File: src/hdl/svd_pkg.sv
// shared types, constants and helper functions for the seven-segment value display
// no dependencies; used by every module of the block by scoped names
package svd_pkg;

  // field widths
  localparam int unsigned VALUE_W  = 16;
  localparam int unsigned LABEL_W  = 3;
  localparam int unsigned CHAR_W   = 8;
  localparam int unsigned SEL_W    = 4;
  localparam int unsigned SEG_W    = 7;
  localparam int unsigned DIGIT_W  = 4;
  localparam int unsigned COUNT_W  = 3;
  localparam int unsigned NFRAMES  = 5;
  localparam int unsigned IDX_W    = 3;
  localparam int unsigned IN_DATA_W  = 48;
  localparam int unsigned OUT_DATA_W = 16;
  localparam int unsigned OUT_PAD_W  = 4;

  // number mode switches from tenths layout to integer layout here
  localparam logic [VALUE_W-1:0] THRESHOLD = 16'd1000;

  // characters
  localparam logic [CHAR_W-1:0] ASCII_ZERO = 8'd48;
  localparam logic [CHAR_W-1:0] CHAR_A     = 8'h61;
  localparam logic [CHAR_W-1:0] CHAR_O     = 8'h6F;

  // action codes
  localparam logic ACT_NUMBER = 1'b0;
  localparam logic ACT_TEXT   = 1'b1;

  // label range that adds a letter on digit 4
  localparam logic [LABEL_W-1:0] LABEL_MIN = 3'd1;
  localparam logic [LABEL_W-1:0] LABEL_MAX = 3'd5;

  // active-low digit selects
  localparam logic [SEL_W-1:0] SEL_D1 = 4'b1110;
  localparam logic [SEL_W-1:0] SEL_D2 = 4'b1101;
  localparam logic [SEL_W-1:0] SEL_D3 = 4'b1011;
  localparam logic [SEL_W-1:0] SEL_D4 = 4'b0111;

  // frame counts per layout
  localparam logic [COUNT_W-1:0] CNT_NUM_LOW  = 3'd4;
  localparam logic [COUNT_W-1:0] CNT_NUM_HIGH = 3'd3;
  localparam logic [COUNT_W-1:0] CNT_TEXT     = 3'd3;
  localparam logic [COUNT_W-1:0] CNT_MIN      = 3'd3;
  localparam logic [COUNT_W-1:0] CNT_MAX      = 3'd5;

  // reciprocal constants: x/10 == (x*52429)>>19 for x < 81920,
  // and (x*205)>>11 for x < 1029
  localparam logic [15:0] DIV10_MUL    = 16'd52429;
  localparam logic [7:0]  DIV10S_MUL   = 8'd205;

  // queue between front and back
  localparam int unsigned QDEPTH = 2;
  localparam int unsigned QPTR_W = 1;
  localparam int unsigned QCNT_W = 2;

  typedef struct packed {
    logic [SEL_W-1:0] sel;
    logic [SEG_W-1:0] segs;
    logic             dot;
  } svd_frame_t;

  typedef struct packed {
    logic [COUNT_W-1:0]           count;
    svd_frame_t [NFRAMES-1:0]     frames;
  } svd_entry_t;

  localparam svd_frame_t DOT_FRAME = '{sel: SEL_D2, segs: 7'h00, dot: 1'b1};

  // quotient by ten of a value up to 16 bits
  function automatic logic [12:0] div10(input logic [15:0] x);
    logic [31:0] p;
    p = 32'(x) * 32'(DIV10_MUL);
    return p[31:19];
  endfunction

  // quotient by ten of a small value (below 128)
  function automatic logic [3:0] div10_small(input logic [6:0] x);
    logic [14:0] p;
    p = 15'(x) * 15'(DIV10S_MUL);
    return p[14:11];
  endfunction

  // remainder from value and its quotient by ten
  function automatic logic [DIGIT_W-1:0] rem10(input logic [15:0] x, input logic [12:0] q);
    logic [15:0] t;
    t = x - ({3'b000, q} << 3) - ({3'b000, q} << 1);
    return t[DIGIT_W-1:0];
  endfunction

  // segment pattern of a character, bit0 is segment a, dark when unknown
  function automatic logic [SEG_W-1:0] glyph(input logic [CHAR_W-1:0] c);
    logic [SEG_W-1:0] g;
    unique case (c)
      8'h30:   g = 7'h3F;
      8'h31:   g = 7'h06;
      8'h32:   g = 7'h5B;
      8'h33:   g = 7'h4F;
      8'h34:   g = 7'h66;
      8'h35:   g = 7'h6D;
      8'h36:   g = 7'h7D;
      8'h37:   g = 7'h07;
      8'h38:   g = 7'h7F;
      8'h39:   g = 7'h6F;
      8'h61:   g = 7'h77;
      8'h62:   g = 7'h7C;
      8'h63:   g = 7'h39;
      8'h64:   g = 7'h5E;
      8'h65:   g = 7'h79;
      8'h66:   g = 7'h71;
      CHAR_O:  g = 7'h5C;
      default: g = 7'h00;
    endcase
    return g;
  endfunction

  // pattern of a decimal digit
  function automatic logic [SEG_W-1:0] digit_glyph(input logic [DIGIT_W-1:0] d);
    return glyph(ASCII_ZERO + CHAR_W'(d));
  endfunction

endpackage

File: src/hdl/seven_segment_value_display_top.sv
// top level of the seven-segment value display: request stream in, frame stream out
// depends on svd_pkg, svd_front, svd_queue and svd_back
//
// Each request on the in_ stream turns into a run of three to five display frames on
// the out_ stream, the final one marked by out_tlast. A number request (in_tuser 0)
// gives hundreds, tens, a dot frame and units when the value is below 1000, else
// thousands mod 10, hundreds and tens; a text request (in_tuser 1) gives its three
// characters, dark where a character has no glyph; labels 1 to 5 add a letter a to e
// on digit 4. Frames leave at one per cycle while out_tready is high, from the back
// sequencer's single output register. A request taken into stage 1 passes stages 2
// and 3, the queue write and the output register before it reaches the output; the
// front keeps taking requests while up to two frame lists wait in the queue, so the
// output runs without gaps when requests arrive back to back.
module seven_segment_value_display_top (
  input  logic                               clk,
  input  logic                               rst_n,
  // request stream
  input  logic                               in_tvalid,
  output logic                               in_tready,
  input  logic [svd_pkg::IN_DATA_W-1:0]      in_tdata,  // value[15:0], label[18:16],
                                                        // text_first[26:19],
                                                        // text_second[34:27],
                                                        // text_third[42:35], zeros above
  input  logic                               in_tuser,  // action: 0 number, 1 text
  // frame stream
  output logic                               out_tvalid,
  input  logic                               out_tready,
  output logic [svd_pkg::OUT_DATA_W-1:0]     out_tdata, // digit_select[3:0], segments[10:4],
                                                        // dot[11], zeros above
  output logic                               out_tlast  // final frame of the request
);

  // front to queue
  logic                 fq_valid, fq_ready;
  svd_pkg::svd_entry_t  fq_data;
  // queue to back
  logic                 qb_valid, qb_pop;
  svd_pkg::svd_entry_t  qb_data;
  // output frame
  svd_pkg::svd_frame_t  frame;

  // accept and split into digits, build the frame list
  svd_front u_front (
    .clk            (clk),
    .rst_n          (rst_n),
    .in_valid       (in_tvalid),
    .in_ready       (in_tready),
    .in_action      (in_tuser),
    .in_value       (in_tdata[15:0]),
    .in_label       (in_tdata[18:16]),
    .in_text_first  (in_tdata[26:19]),
    .in_text_second (in_tdata[34:27]),
    .in_text_third  (in_tdata[42:35]),
    .ent_valid      (fq_valid),
    .ent_ready      (fq_ready),
    .ent_data       (fq_data)
  );

  // lets the front run ahead of a stalled output
  svd_queue u_queue (
    .clk      (clk),
    .rst_n    (rst_n),
    .wr_valid (fq_valid),
    .wr_ready (fq_ready),
    .wr_data  (fq_data),
    .rd_valid (qb_valid),
    .rd_ready (qb_pop),
    .rd_data  (qb_data)
  );

  // one frame per cycle into the output register while the output is not stalled
  svd_back u_back (
    .clk       (clk),
    .rst_n     (rst_n),
    .ent_valid (qb_valid),
    .ent_pop   (qb_pop),
    .ent_data  (qb_data),
    .out_valid (out_tvalid),
    .out_ready (out_tready),
    .out_frame (frame),
    .out_last  (out_tlast)
  );

  // pack the frame, select in the low bits
  assign out_tdata = {{svd_pkg::OUT_PAD_W{1'b0}}, frame.dot, frame.segs, frame.sel};

endmodule

File: src/hdl/svd_front.sv
// front part: accepts requests, splits the value into decimal digits over three
// stages and builds the frame list of each request; uses svd_pkg
module svd_front (
  input  logic                          clk,
  input  logic                          rst_n,
  input  logic                          in_valid,
  output logic                          in_ready,
  input  logic                          in_action,
  input  logic [svd_pkg::VALUE_W-1:0]   in_value,
  input  logic [svd_pkg::LABEL_W-1:0]   in_label,
  input  logic [svd_pkg::CHAR_W-1:0]    in_text_first,
  input  logic [svd_pkg::CHAR_W-1:0]    in_text_second,
  input  logic [svd_pkg::CHAR_W-1:0]    in_text_third,
  output logic                          ent_valid,
  input  logic                          ent_ready,
  output svd_pkg::svd_entry_t           ent_data
);

  // stage 1: units digit and value/10
  logic                               s1_v_r;
  logic                               s1_action_r;
  logic                               s1_low_r;
  logic [svd_pkg::LABEL_W-1:0]        s1_label_r;
  logic [svd_pkg::CHAR_W-1:0]         s1_t1_r, s1_t2_r, s1_t3_r;
  logic [12:0]                        s1_q_r;
  logic [svd_pkg::DIGIT_W-1:0]        s1_d0_r;

  // stage 2: tens digit and value/100
  logic                               s2_v_r;
  logic                               s2_action_r;
  logic                               s2_low_r;
  logic [svd_pkg::LABEL_W-1:0]        s2_label_r;
  logic [svd_pkg::CHAR_W-1:0]         s2_t1_r, s2_t2_r, s2_t3_r;
  logic [9:0]                         s2_q_r;
  logic [svd_pkg::DIGIT_W-1:0]        s2_d0_r, s2_d1_r;

  // stage 3: hundreds digit and value/1000
  logic                               s3_v_r;
  logic                               s3_action_r;
  logic                               s3_low_r;
  logic [svd_pkg::LABEL_W-1:0]        s3_label_r;
  logic [svd_pkg::CHAR_W-1:0]         s3_t1_r, s3_t2_r, s3_t3_r;
  logic [6:0]                         s3_q_r;
  logic [svd_pkg::DIGIT_W-1:0]        s3_d0_r, s3_d1_r, s3_d2_r;

  logic adv1, adv2, adv3;
  logic [12:0] q1, q2, q3;
  logic [3:0]  q4;
  logic [svd_pkg::DIGIT_W-1:0] d3;
  svd_pkg::svd_entry_t ent;
  logic [svd_pkg::CHAR_W-1:0] label_char;

  assign adv3     = !s3_v_r || ent_ready;
  assign adv2     = !s2_v_r || adv3;
  assign adv1     = !s1_v_r || adv2;
  assign in_ready = adv1;

  assign q1 = svd_pkg::div10(in_value);
  assign q2 = svd_pkg::div10(16'(s1_q_r));
  assign q3 = svd_pkg::div10(16'(s2_q_r));
  assign q4 = svd_pkg::div10_small(s3_q_r);
  assign d3 = svd_pkg::rem10(16'(s3_q_r), 13'(q4));

  always_ff @(posedge clk) begin
    if (!rst_n) begin
      s1_v_r <= 1'b0;
      s2_v_r <= 1'b0;
      s3_v_r <= 1'b0;
    end else begin
      if (adv1) s1_v_r <= in_valid;
      if (adv2) s2_v_r <= s1_v_r;
      if (adv3) s3_v_r <= s2_v_r;
    end
  end

  always_ff @(posedge clk) begin
    if (adv1 && in_valid) begin
      s1_action_r <= in_action;
      s1_low_r    <= (in_value < svd_pkg::THRESHOLD);
      s1_label_r  <= in_label;
      s1_t1_r     <= in_text_first;
      s1_t2_r     <= in_text_second;
      s1_t3_r     <= in_text_third;
      s1_q_r      <= q1;
      s1_d0_r     <= svd_pkg::rem10(in_value, q1);
    end
    if (adv2 && s1_v_r) begin
      s2_action_r <= s1_action_r;
      s2_low_r    <= s1_low_r;
      s2_label_r  <= s1_label_r;
      s2_t1_r     <= s1_t1_r;
      s2_t2_r     <= s1_t2_r;
      s2_t3_r     <= s1_t3_r;
      s2_q_r      <= q2[9:0];
      s2_d0_r     <= s1_d0_r;
      s2_d1_r     <= svd_pkg::rem10(16'(s1_q_r), q2);
    end
    if (adv3 && s2_v_r) begin
      s3_action_r <= s2_action_r;
      s3_low_r    <= s2_low_r;
      s3_label_r  <= s2_label_r;
      s3_t1_r     <= s2_t1_r;
      s3_t2_r     <= s2_t2_r;
      s3_t3_r     <= s2_t3_r;
      s3_q_r      <= q3[6:0];
      s3_d0_r     <= s2_d0_r;
      s3_d1_r     <= s2_d1_r;
      s3_d2_r     <= svd_pkg::rem10(16'(s2_q_r), q3);
    end
  end

  // frame list of the request in stage 3
  always_comb begin
    ent        = '0;
    label_char = svd_pkg::CHAR_A + svd_pkg::CHAR_W'(s3_label_r) - 8'd1;
    if (s3_action_r == svd_pkg::ACT_TEXT) begin
      ent.frames[0] = '{sel: svd_pkg::SEL_D3, segs: svd_pkg::glyph(s3_t1_r), dot: 1'b0};
      ent.frames[1] = '{sel: svd_pkg::SEL_D2, segs: svd_pkg::glyph(s3_t2_r), dot: 1'b0};
      ent.frames[2] = '{sel: svd_pkg::SEL_D1, segs: svd_pkg::glyph(s3_t3_r), dot: 1'b0};
      ent.count     = svd_pkg::CNT_TEXT;
    end else if (s3_low_r) begin
      // hundreds, tens, dot, units
      ent.frames[0] = '{sel: svd_pkg::SEL_D3, segs: svd_pkg::digit_glyph(s3_d2_r), dot: 1'b0};
      ent.frames[1] = '{sel: svd_pkg::SEL_D2, segs: svd_pkg::digit_glyph(s3_d1_r), dot: 1'b0};
      ent.frames[2] = svd_pkg::DOT_FRAME;
      ent.frames[3] = '{sel: svd_pkg::SEL_D1, segs: svd_pkg::digit_glyph(s3_d0_r), dot: 1'b0};
      ent.count     = svd_pkg::CNT_NUM_LOW;
    end else begin
      // thousands mod 10, hundreds, tens
      ent.frames[0] = '{sel: svd_pkg::SEL_D3, segs: svd_pkg::digit_glyph(d3), dot: 1'b0};
      ent.frames[1] = '{sel: svd_pkg::SEL_D2, segs: svd_pkg::digit_glyph(s3_d2_r), dot: 1'b0};
      ent.frames[2] = '{sel: svd_pkg::SEL_D1, segs: svd_pkg::digit_glyph(s3_d1_r), dot: 1'b0};
      ent.count     = svd_pkg::CNT_NUM_HIGH;
    end
    if (s3_label_r >= svd_pkg::LABEL_MIN && s3_label_r <= svd_pkg::LABEL_MAX) begin
      ent.frames[ent.count] = '{sel: svd_pkg::SEL_D4, segs: svd_pkg::glyph(label_char),
                                dot: 1'b0};
      ent.count = ent.count + 3'd1;
    end
  end

  assign ent_valid = s3_v_r;
  assign ent_data  = ent;

  a_count_range: assert property (@(posedge clk) disable iff (!rst_n)
    ent_valid |-> (ent_data.count >= svd_pkg::CNT_MIN && ent_data.count <= svd_pkg::CNT_MAX))
    else $error("frame count out of range");

  a_stall_holds: assert property (@(posedge clk) disable iff (!rst_n)
    (s3_v_r && !ent_ready) |=> (s3_v_r && $stable(s3_q_r) && $stable(s3_d2_r)))
    else $error("stage 3 changed while stalled");

endmodule

File: src/hdl/svd_queue.sv
// two-entry queue of frame lists between front and back
// uses svd_pkg for the entry type and depth
module svd_queue (
  input  logic                 clk,
  input  logic                 rst_n,
  input  logic                 wr_valid,
  output logic                 wr_ready,
  input  svd_pkg::svd_entry_t  wr_data,
  output logic                 rd_valid,
  input  logic                 rd_ready,
  output svd_pkg::svd_entry_t  rd_data
);

  svd_pkg::svd_entry_t              mem_r [svd_pkg::QDEPTH];
  logic [svd_pkg::QPTR_W-1:0]       wr_ptr_r, rd_ptr_r;
  logic [svd_pkg::QCNT_W-1:0]       cnt_r;
  logic                             push, pop;

  function automatic logic [svd_pkg::QCNT_W-1:0] QCNT_INC(input logic b);
    return {{(svd_pkg::QCNT_W-1){1'b0}}, b};
  endfunction

  assign wr_ready = (cnt_r != svd_pkg::QCNT_W'(svd_pkg::QDEPTH));
  assign rd_valid = (cnt_r != '0);
  assign push     = wr_valid && wr_ready;
  assign pop      = rd_valid && rd_ready;
  assign rd_data  = mem_r[rd_ptr_r];

  always_ff @(posedge clk) begin
    if (!rst_n) begin
      wr_ptr_r <= '0;
      rd_ptr_r <= '0;
      cnt_r    <= '0;
    end else begin
      if (push) wr_ptr_r <= wr_ptr_r + 1'b1;
      if (pop)  rd_ptr_r <= rd_ptr_r + 1'b1;
      cnt_r <= cnt_r + QCNT_INC(push) - QCNT_INC(pop);
    end
  end

  always_ff @(posedge clk) begin
    if (push) mem_r[wr_ptr_r] <= wr_data;
  end

  a_cnt_bound: assert property (@(posedge clk) disable iff (!rst_n)
    cnt_r <= svd_pkg::QCNT_W'(svd_pkg::QDEPTH))
    else $error("queue count overflow");

  a_ptr_gap: assert property (@(posedge clk) disable iff (!rst_n)
    (cnt_r == '0) |-> (wr_ptr_r == rd_ptr_r))
    else $error("queue pointers apart while empty");

endmodule

File: src/hdl/svd_back.sv
// back part: walks the frame list at the queue head one frame per cycle, while the
// output is not stalled, into the output register; uses svd_pkg
module svd_back (
  input  logic                              clk,
  input  logic                              rst_n,
  input  logic                              ent_valid,
  output logic                              ent_pop,
  input  svd_pkg::svd_entry_t               ent_data,
  output logic                              out_valid,
  input  logic                              out_ready,
  output svd_pkg::svd_frame_t               out_frame,
  output logic                              out_last
);

  logic [svd_pkg::IDX_W-1:0]  idx_r, idx_nxt;
  logic                       out_v_r, out_v_nxt;
  svd_pkg::svd_frame_t        frame_r;
  logic                       last_r;
  logic                       load, take, is_last;

  assign load    = !out_v_r || out_ready;
  assign take    = load && ent_valid;
  assign is_last = (idx_r == ent_data.count - 3'd1);

  always_comb begin
    idx_nxt   = idx_r;
    ent_pop   = 1'b0;
    out_v_nxt = out_v_r && !out_ready;
    if (take) begin
      out_v_nxt = 1'b1;
      if (is_last) begin
        idx_nxt = '0;
        ent_pop = 1'b1;
      end else begin
        idx_nxt = idx_r + 3'd1;
      end
    end
  end

  always_ff @(posedge clk) begin
    if (!rst_n) begin
      idx_r   <= '0;
      out_v_r <= 1'b0;
    end else begin
      idx_r   <= idx_nxt;
      out_v_r <= out_v_nxt;
    end
  end

  always_ff @(posedge clk) begin
    if (take) begin
      frame_r <= ent_data.frames[idx_r];
      last_r  <= is_last;
    end
  end

  assign out_valid = out_v_r;
  assign out_frame = frame_r;
  assign out_last  = last_r;

  a_idx_in_list: assert property (@(posedge clk) disable iff (!rst_n)
    ent_valid |-> (idx_r < ent_data.count))
    else $error("frame index past end of list");

  a_mid_list_held: assert property (@(posedge clk) disable iff (!rst_n)
    (idx_r != '0) |-> ent_valid)
    else $error("list left the queue head before its last frame");

endmodule
File: config.mk
export PLATFORM = sky130hd
export DESIGN_NAME = seven_segment_value_display_top
export DESIGN_NICKNAME = d
export VERILOG_FILES = /design/src/hdl/svd_pkg.sv /design/src/hdl/seven_segment_value_display_top.sv /design/src/hdl/svd_front.sv /design/src/hdl/svd_queue.sv /design/src/hdl/svd_back.sv
export SDC_FILE = /design/constraint.sdc
export NUM_CORES = 1
export LEC_CHECK = 0
export CORE_MARGIN = 2
export CORE_UTILIZATION = 49
export CTS_CLUSTER_SIZE = 8
export DETAILED_ROUTE_END_ITERATION = 7
export DONT_BUFFER_PORTS = 1
export HOLD_SLACK_MARGIN = 0.08
export PLACE_DENSITY = 0.64
export SETUP_SLACK_MARGIN = 0.3
export SYNTH_ARGS = -nofsm -noshare
export SYNTH_HDL_FRONTEND = slang
export SYNTH_SLANG_ARGS = --single-unit
File: constraint.sdc
create_clock -name clk -period 8.2 [get_ports clk]
set_input_delay 0 -clock clk [delete_from_list [all_inputs] [get_ports clk]]
set_output_delay 0 -clock clk [all_outputs]
set_load 0.1 [all_outputs]
Word-level counts from Yosys, hierarchy flattened --
Memories as Yosys holds them, arrays and structs flattened. A register that Yosys moved wholly into a read port is not among the register bits. Cells that the tools add are included.
Operators by class: $add $sub $neg 21, order comparisons 6, eq/ne operators 138, multiplexer cells 29, reduce and logical (&&, ||, !) cells 19, $mul 4
Operators by type and width (count):
- $pmux W7 S17 | 8
- $eq A8 B6 Y1 const B | 80
- $eq A8 B7 Y1 const B | 56
- $mux W63 | 1
- $bwmux W60 | 1
- $mux W12 | 4
- $bmux W12 S3 | 1
- $demux W12 S3 | 1
- $mux W36 | 1
- $mux W34 | 1
- $mul A16 B16 Y32 const B | 1
- $sub A4 B4 Y4 | 8
- $mul A13 B16 Y29 const B | 1
- $add A6 B4 Y7 const A | 4
- $mul A10 B16 Y26 const B | 1
- $lt A16 B10 Y1 const B | 1
- $mul A7 B8 Y14 const B | 1
- $logic_and A1 B1 Y1 | 9
- $mux W3 | 3
- $add A7 B3 Y8 const A | 1
- $lt A3 B4 Y1 const B | 2
- $sub A8 B1 Y8 const B | 1
- $mux W1 | 7
- $mux W7 | 1
- other kinds (12) | 22
Word-level totals: word-level logic and storage cells 257, output and inout bits 19, memory bits (writable) 126, memories 1, register bits after elaboration 165, bits of input ports 53
Memory list:
- u_queue.mem_r | words 2, width 63, read ports 1, clocked after memory_dff 1, write ports 1, line svd_queue.sv:14 | svd_pkg::svd_entry_t mem_r [svd_pkg::QDEPTH];

Logic depth before layout (Yosys ltp) --
depth after elaboration 10, mapped depth 22, mapped depth without buffers 22

By module --
A second synthesis with hierarchy kept.
Unflattened totals: cells, all modules 2025, area, all modules 23595.1 um2
By module, submodules not included:
- svd_front | seq. area each 4294.1 um2, instances 1, cells an instance 1682, area each 17325.4 um2
- svd_queue | seq. area each 3883.7 um2, instances 1, cells an instance 225, area each 5056.1 um2
- svd_back | seq. area each 470.5 um2, instances 1, cells an instance 113, area each 1179.9 um2
- seven_segment_value_display_top | seq. area each 0.0 um2, instances 1, cells an instance 5, area each 33.8 um2

Least setup slack after synthesis --
No wires, ideal clock.
path kind input to register, start point input in_tdata[3] (netlist name), end point register u_front.s1_q_r[12], data pin, stages on the path 18, data arrival time 4.779 ns, data required time 7.940 ns, buffers on the path 0, path slack 3.161 ns, library setup time 0.260 ns, cells stage by stage ha_1 > inv_1 > fa_1 > inv_1 > fa_1 > fa_1 > fa_1 > fa_1 > ha_1 > a21oi_1 > nand2_1 > a211oi_1 > o21ai_0 > a31oi_1 > o21ai_1 > a41o_1 > a21oi_1 > xnor2_1
Between the ends: longest elaborated chain between the ends 1
RTL lines:
- from (decl) | line seven_segment_value_display_top.sv:20 | input logic [svd_pkg::IN_DATA_W-1:0] in_tdata,
- $mul A16 B16 Y32 | line svd_pkg.sv:74 | p = 32'(x) * 32'(DIV10_MUL);
- via u_front.q1[12] | line svd_front.sv:47 | logic [12:0] q1, q2, q3;
- to (signal assigned) | line svd_front.sv:84 | s1_q_r <= q1;
- to (decl) | line svd_front.sv:25 | logic [12:0] s1_q_r;
The timed path passes the listed nets, and every way through them passes these cells. A chain may end at the register's enable or synchronous reset.

Worst setup path in the final report --
start point input in_tdata[0] (netlist name), end point register u_front.s1_q_r[12], data pin
The elaborated chain is that of the path after synthesis.

==> flow_summary.json <==
{
  "grt_first_pass_wirelength_mm": 68.68,
  "synth_edf_count": 242,
  "rr_worst_depth": 18,
  "rsz0062_at_grt": "no",
  "cts_tree": "built",
  "synthArstFlopShare_pct": 0,
  "finalCritPeriodShare_pct": 70.44,
  "regArea_sq_um": 7508,
  "skew_ns": 0.02478,
  "cts_hold_buffers": 51,
  "initial_utilization_pct": 49.89,
  "clock_latency_ns": 0.55,
  "min-delay-start": "in_tdata[41]",
  "fill_cells": 3527,
  "drv_slew": 0,
  "layout.nets": 2443,
  "synthTopCellsByCount": "340 x ha_1, 319 x inv_1, 242 x edfxtp_1",
  "gp_congestion": 0.8719,
  "drtPass1Iterations": 5,
  "ys_ff_latch": 254,
  "avgSynthCellArea_sq_um": 11.43,
  "seq_area_frac_synth_pct": 35.72,
  "setup_viol": 0,
  "clock-sinks": 254,
  "place.port_buffers": 0,
  "path_max_fanout": 6,
  "end_kind": "register",
  "hold-path-endpoint": "u_front.s1_t3_r[6]$_DFFE_PP_",
  "drtIter0Drc": 716,
  "hp-class": "input pin to register",
  "status": "completed",
  "critPathKind": "input pin to register",
  "ant_nets": 0,
  "syn_inst": 1839,
  "wirelength_mm": 40.73,
  "drv_cap": 0,
  "wire_per_inst_um": 16.64,
  "grt_overflow": 0,
  "timing.fmax_ghz": 0.1731,
  "drc": 0,
  "setup_ws_ns": 2.424,
  "tightest_slew_ns": 1.053,
  "clock_path_buffers": 3,
  "cp_cell_sequence": "dlygate4sd3_1 -> inv_1 -> ha_1 -> inv_1 -> ha_1 -> inv_1 -> fa_1 -> fa_1 -> fa_1 -> inv_1 -> fa_1 -> ha_1 -> nor2_1 -> nor3b_1 -> a211oi_1 -> o21ai_0 -> a31oi_1 -> o21ai_1 -> a41o_1 -> a21oi_1 -> xnor2_1",
  "route.vias.total": 13095,
  "dieWidth_um": 211.1,
  "pin_count": 72,
  "yosysTopAreaCell": "edfxtp_1",
  "pre_cts_ws_ns": 2.622,
  "cpPeakStageDelay_ns": 0.59,
  "worstReg2RegEnd": "u_front.s3_d2_r[3]$_DFFE_PP_",
  "grt_pass1_vias": 13826,
  "hold_viol": 0,
  "arrival_ns": 6.05,
  "grt_max_degree": 49,
  "die_h_um": 211.1,
  "cts_max_level": 2,
  "max-slew-margin-rel_pct": 29.63,
  "synth_most_common_cell": "ha_1",
  "antenna_found_initial": 4,
  "post_cts_buffers": 0,
  "dpl.hpwl_mm": 31.56,
  "setup_tns_ns": 0,
  "die-area_sq_um": 44570,
  "min_path_cells": 1,
  "worstPathRequired_ns": 8.48,
  "cpMaxStageDelayCell": "dlygate4sd3_1",
  "reg2reg_from": "u_front.s2_q_r[8]$_DFFE_PP_",
  "synth.top_cells.by_area": "edfxtp_1 35%, ha_1 20%, fa_1 16%",
  "multiInputGateArea_sq_um": 12130,
  "grt_usage_pct": 19.36,
  "r2r_setup_slack_ns": 2.70,
  "dp_cells": 2331,
  "fin_util_pct": 55.05,
  "min_period_ns": 5.776,
  "syn_to_final_growth_pct": 10.35,
  "cts_resized": 0,
  "crit_path_start_kind": "input pin",
  "synth_flop_cell": "edfxtp_1",
  "placementRows": 75,
  "syn_area_sq_um": 21020,
  "synth_top_area_share_pct": 34.57,
  "finalNonFillerCells": 2447,
  "crit_path_start": "in_tdata[0]",
  "cts.reportedPaths.clkPinSlew_ns": 0.05,
  "final_layout_size_suffix_gt1_share_pct": 4.827,
  "cts_root_buffer": "clkbuf_16",
  "numCtsBuffers": 38,
  "core_sq_um": 42130,
  "yosys_warnings": 0,
  "vias_per_cell": 5.351,
  "yosysUniqueCellTypes": 70
}
-- per-stage QoR --
step | cell area [sq um] | hold slack (ns)
floorplan | 21040 | 0.09887
global placement | 21560 | 0.09892
detailed placement | 21560 | 0.09891
CTS | 23190 | 0.08112
global route | 23190 | 0.08334
finish | 23190 | 0.1008
-- registers in the layout, summed over array words and instances (netlist names), 7 cells and up, named ones only --
| name | count |
|---|---|
| u_front.s2_t1_r | 8 |
| u_front.s3_t1_r | 8 |
| u_front.s2_q_r | 10 |
| u_front.s1_t1_r | 8 |
| u_front.s1_t2_r | 8 |
| u_front.s3_q_r | 7 |
| u_front.s2_t2_r | 8 |
| u_front.s1_t3_r | 8 |
| u_front.s2_t3_r | 8 |
| u_front.s3_t3_r | 8 |
| u_back.out_frame | 12 |
| u_queue.mem_r | 88 |
| u_front.s3_t2_r | 8 |
| u_front.s1_q_r | 13 |
-- critical path, delay by kind of cell --
family                   cells  cell delay, ns
AO/OA/AOI/OAI                6            1.59
adder cells (fa/ha/maj)      7            3.05
XOR/XNOR                     1            0.10
AND/OR/NAND/NOR              2            0.41
buffers and inverters        5            0.88
-- routing by layer --
metal / track usage, % / part of all wire (%) / vias to the layer above
met1: 25.85 / 45 / 6348
li1: - / - / 6428
met2: 32.77 / 49 / 257
met4: 5.051 / 1.8 / 4
met3: 3.330 / 4.3 / 58
met5: 0 / 0.054 / -
-- worst max path at each step --
stage	end	slack [ns]	cells after the start
floorplan	u_front.s1_q_r[12]$_DFFE_PP_	3.16	18
global placement	u_front.s1_q_r[12]$_DFFE_PP_	2.61	20
detailed placement	u_front.s1_q_r[12]$_DFFE_PP_	2.62	20
CTS	u_front.s1_q_r[12]$_DFFE_PP_	2.51	21
global route	u_front.s1_q_r[12]$_DFFE_PP_	2.14	21
finish	u_front.s1_q_r[12]$_DFFE_PP_	2.42	21
-- layout by cell type (no fill, tap or decap), types with 7 or more instances in the layout --
master | synthesis | routed
a211oi_1 | 8 | 8
a21o_1 | 16 | 16
a21oi_1 | 92 | 92
a22oi_1 | 10 | 10
a31oi_1 | 12 | 11
and2_1 | 8 | 8
clkbuf_1 | 46 | 19
clkbuf_16 | 0 | 38
conb_1 | 2 | 8
dfxtp_1 | 12 | 11
dlygate4sd3_1 | 0 | 51
edfxtp_1 | 242 | 242
fa_1 | 167 | 167
ha_1 | 340 | 340
inv_1 | 319 | 319
mux2_2 | 11 | 11
mux2i_1 | 16 | 16
mux4_2 | 14 | 14
nand2_1 | 89 | 89
nand3_1 | 26 | 26
nand3b_1 | 7 | 7
nor2_1 | 74 | 73
nor2b_1 | 16 | 15
nor3_1 | 20 | 20
o21a_1 | 10 | 10
o21ai_0 | 74 | 74
o22ai_1 | 20 | 20
xnor2_1 | 55 | 55
xor2_1 | 25 | 25
-- final cells by class --
class | instances | share of cell area (%)
clock inverter | 6 | 0.4046
sequential | 254 | 32.37
multi-input combinational | 1212 | 52.31
inverter | 320 | 5.179
clock buffer | 57 | 4.407
timing repair buffer | 57 | 2.395
antenna | 2 | 0.02158
tap | 539 | 2.908
-- logic make-up after synthesis --
| logic type | Yosys count | share of synthesized area (%) |
|---|---|---|
| compound gates | 297 | 8.774 |
| other cells | 2 | 0.03573 |
| buf+inv | 379 | 6.864 |
| mux | 41 | 2.851 |
| simple gates | 278 | 6.203 |
| flops | 254 | 35.72 |
| fa+ha+maj | 507 | 36.15 |
| xor+xnor | 81 | 3.411 |
Power is not shown: default switching activity piles up to over one toggle a cycle in this logic, so the estimate is an artifact.
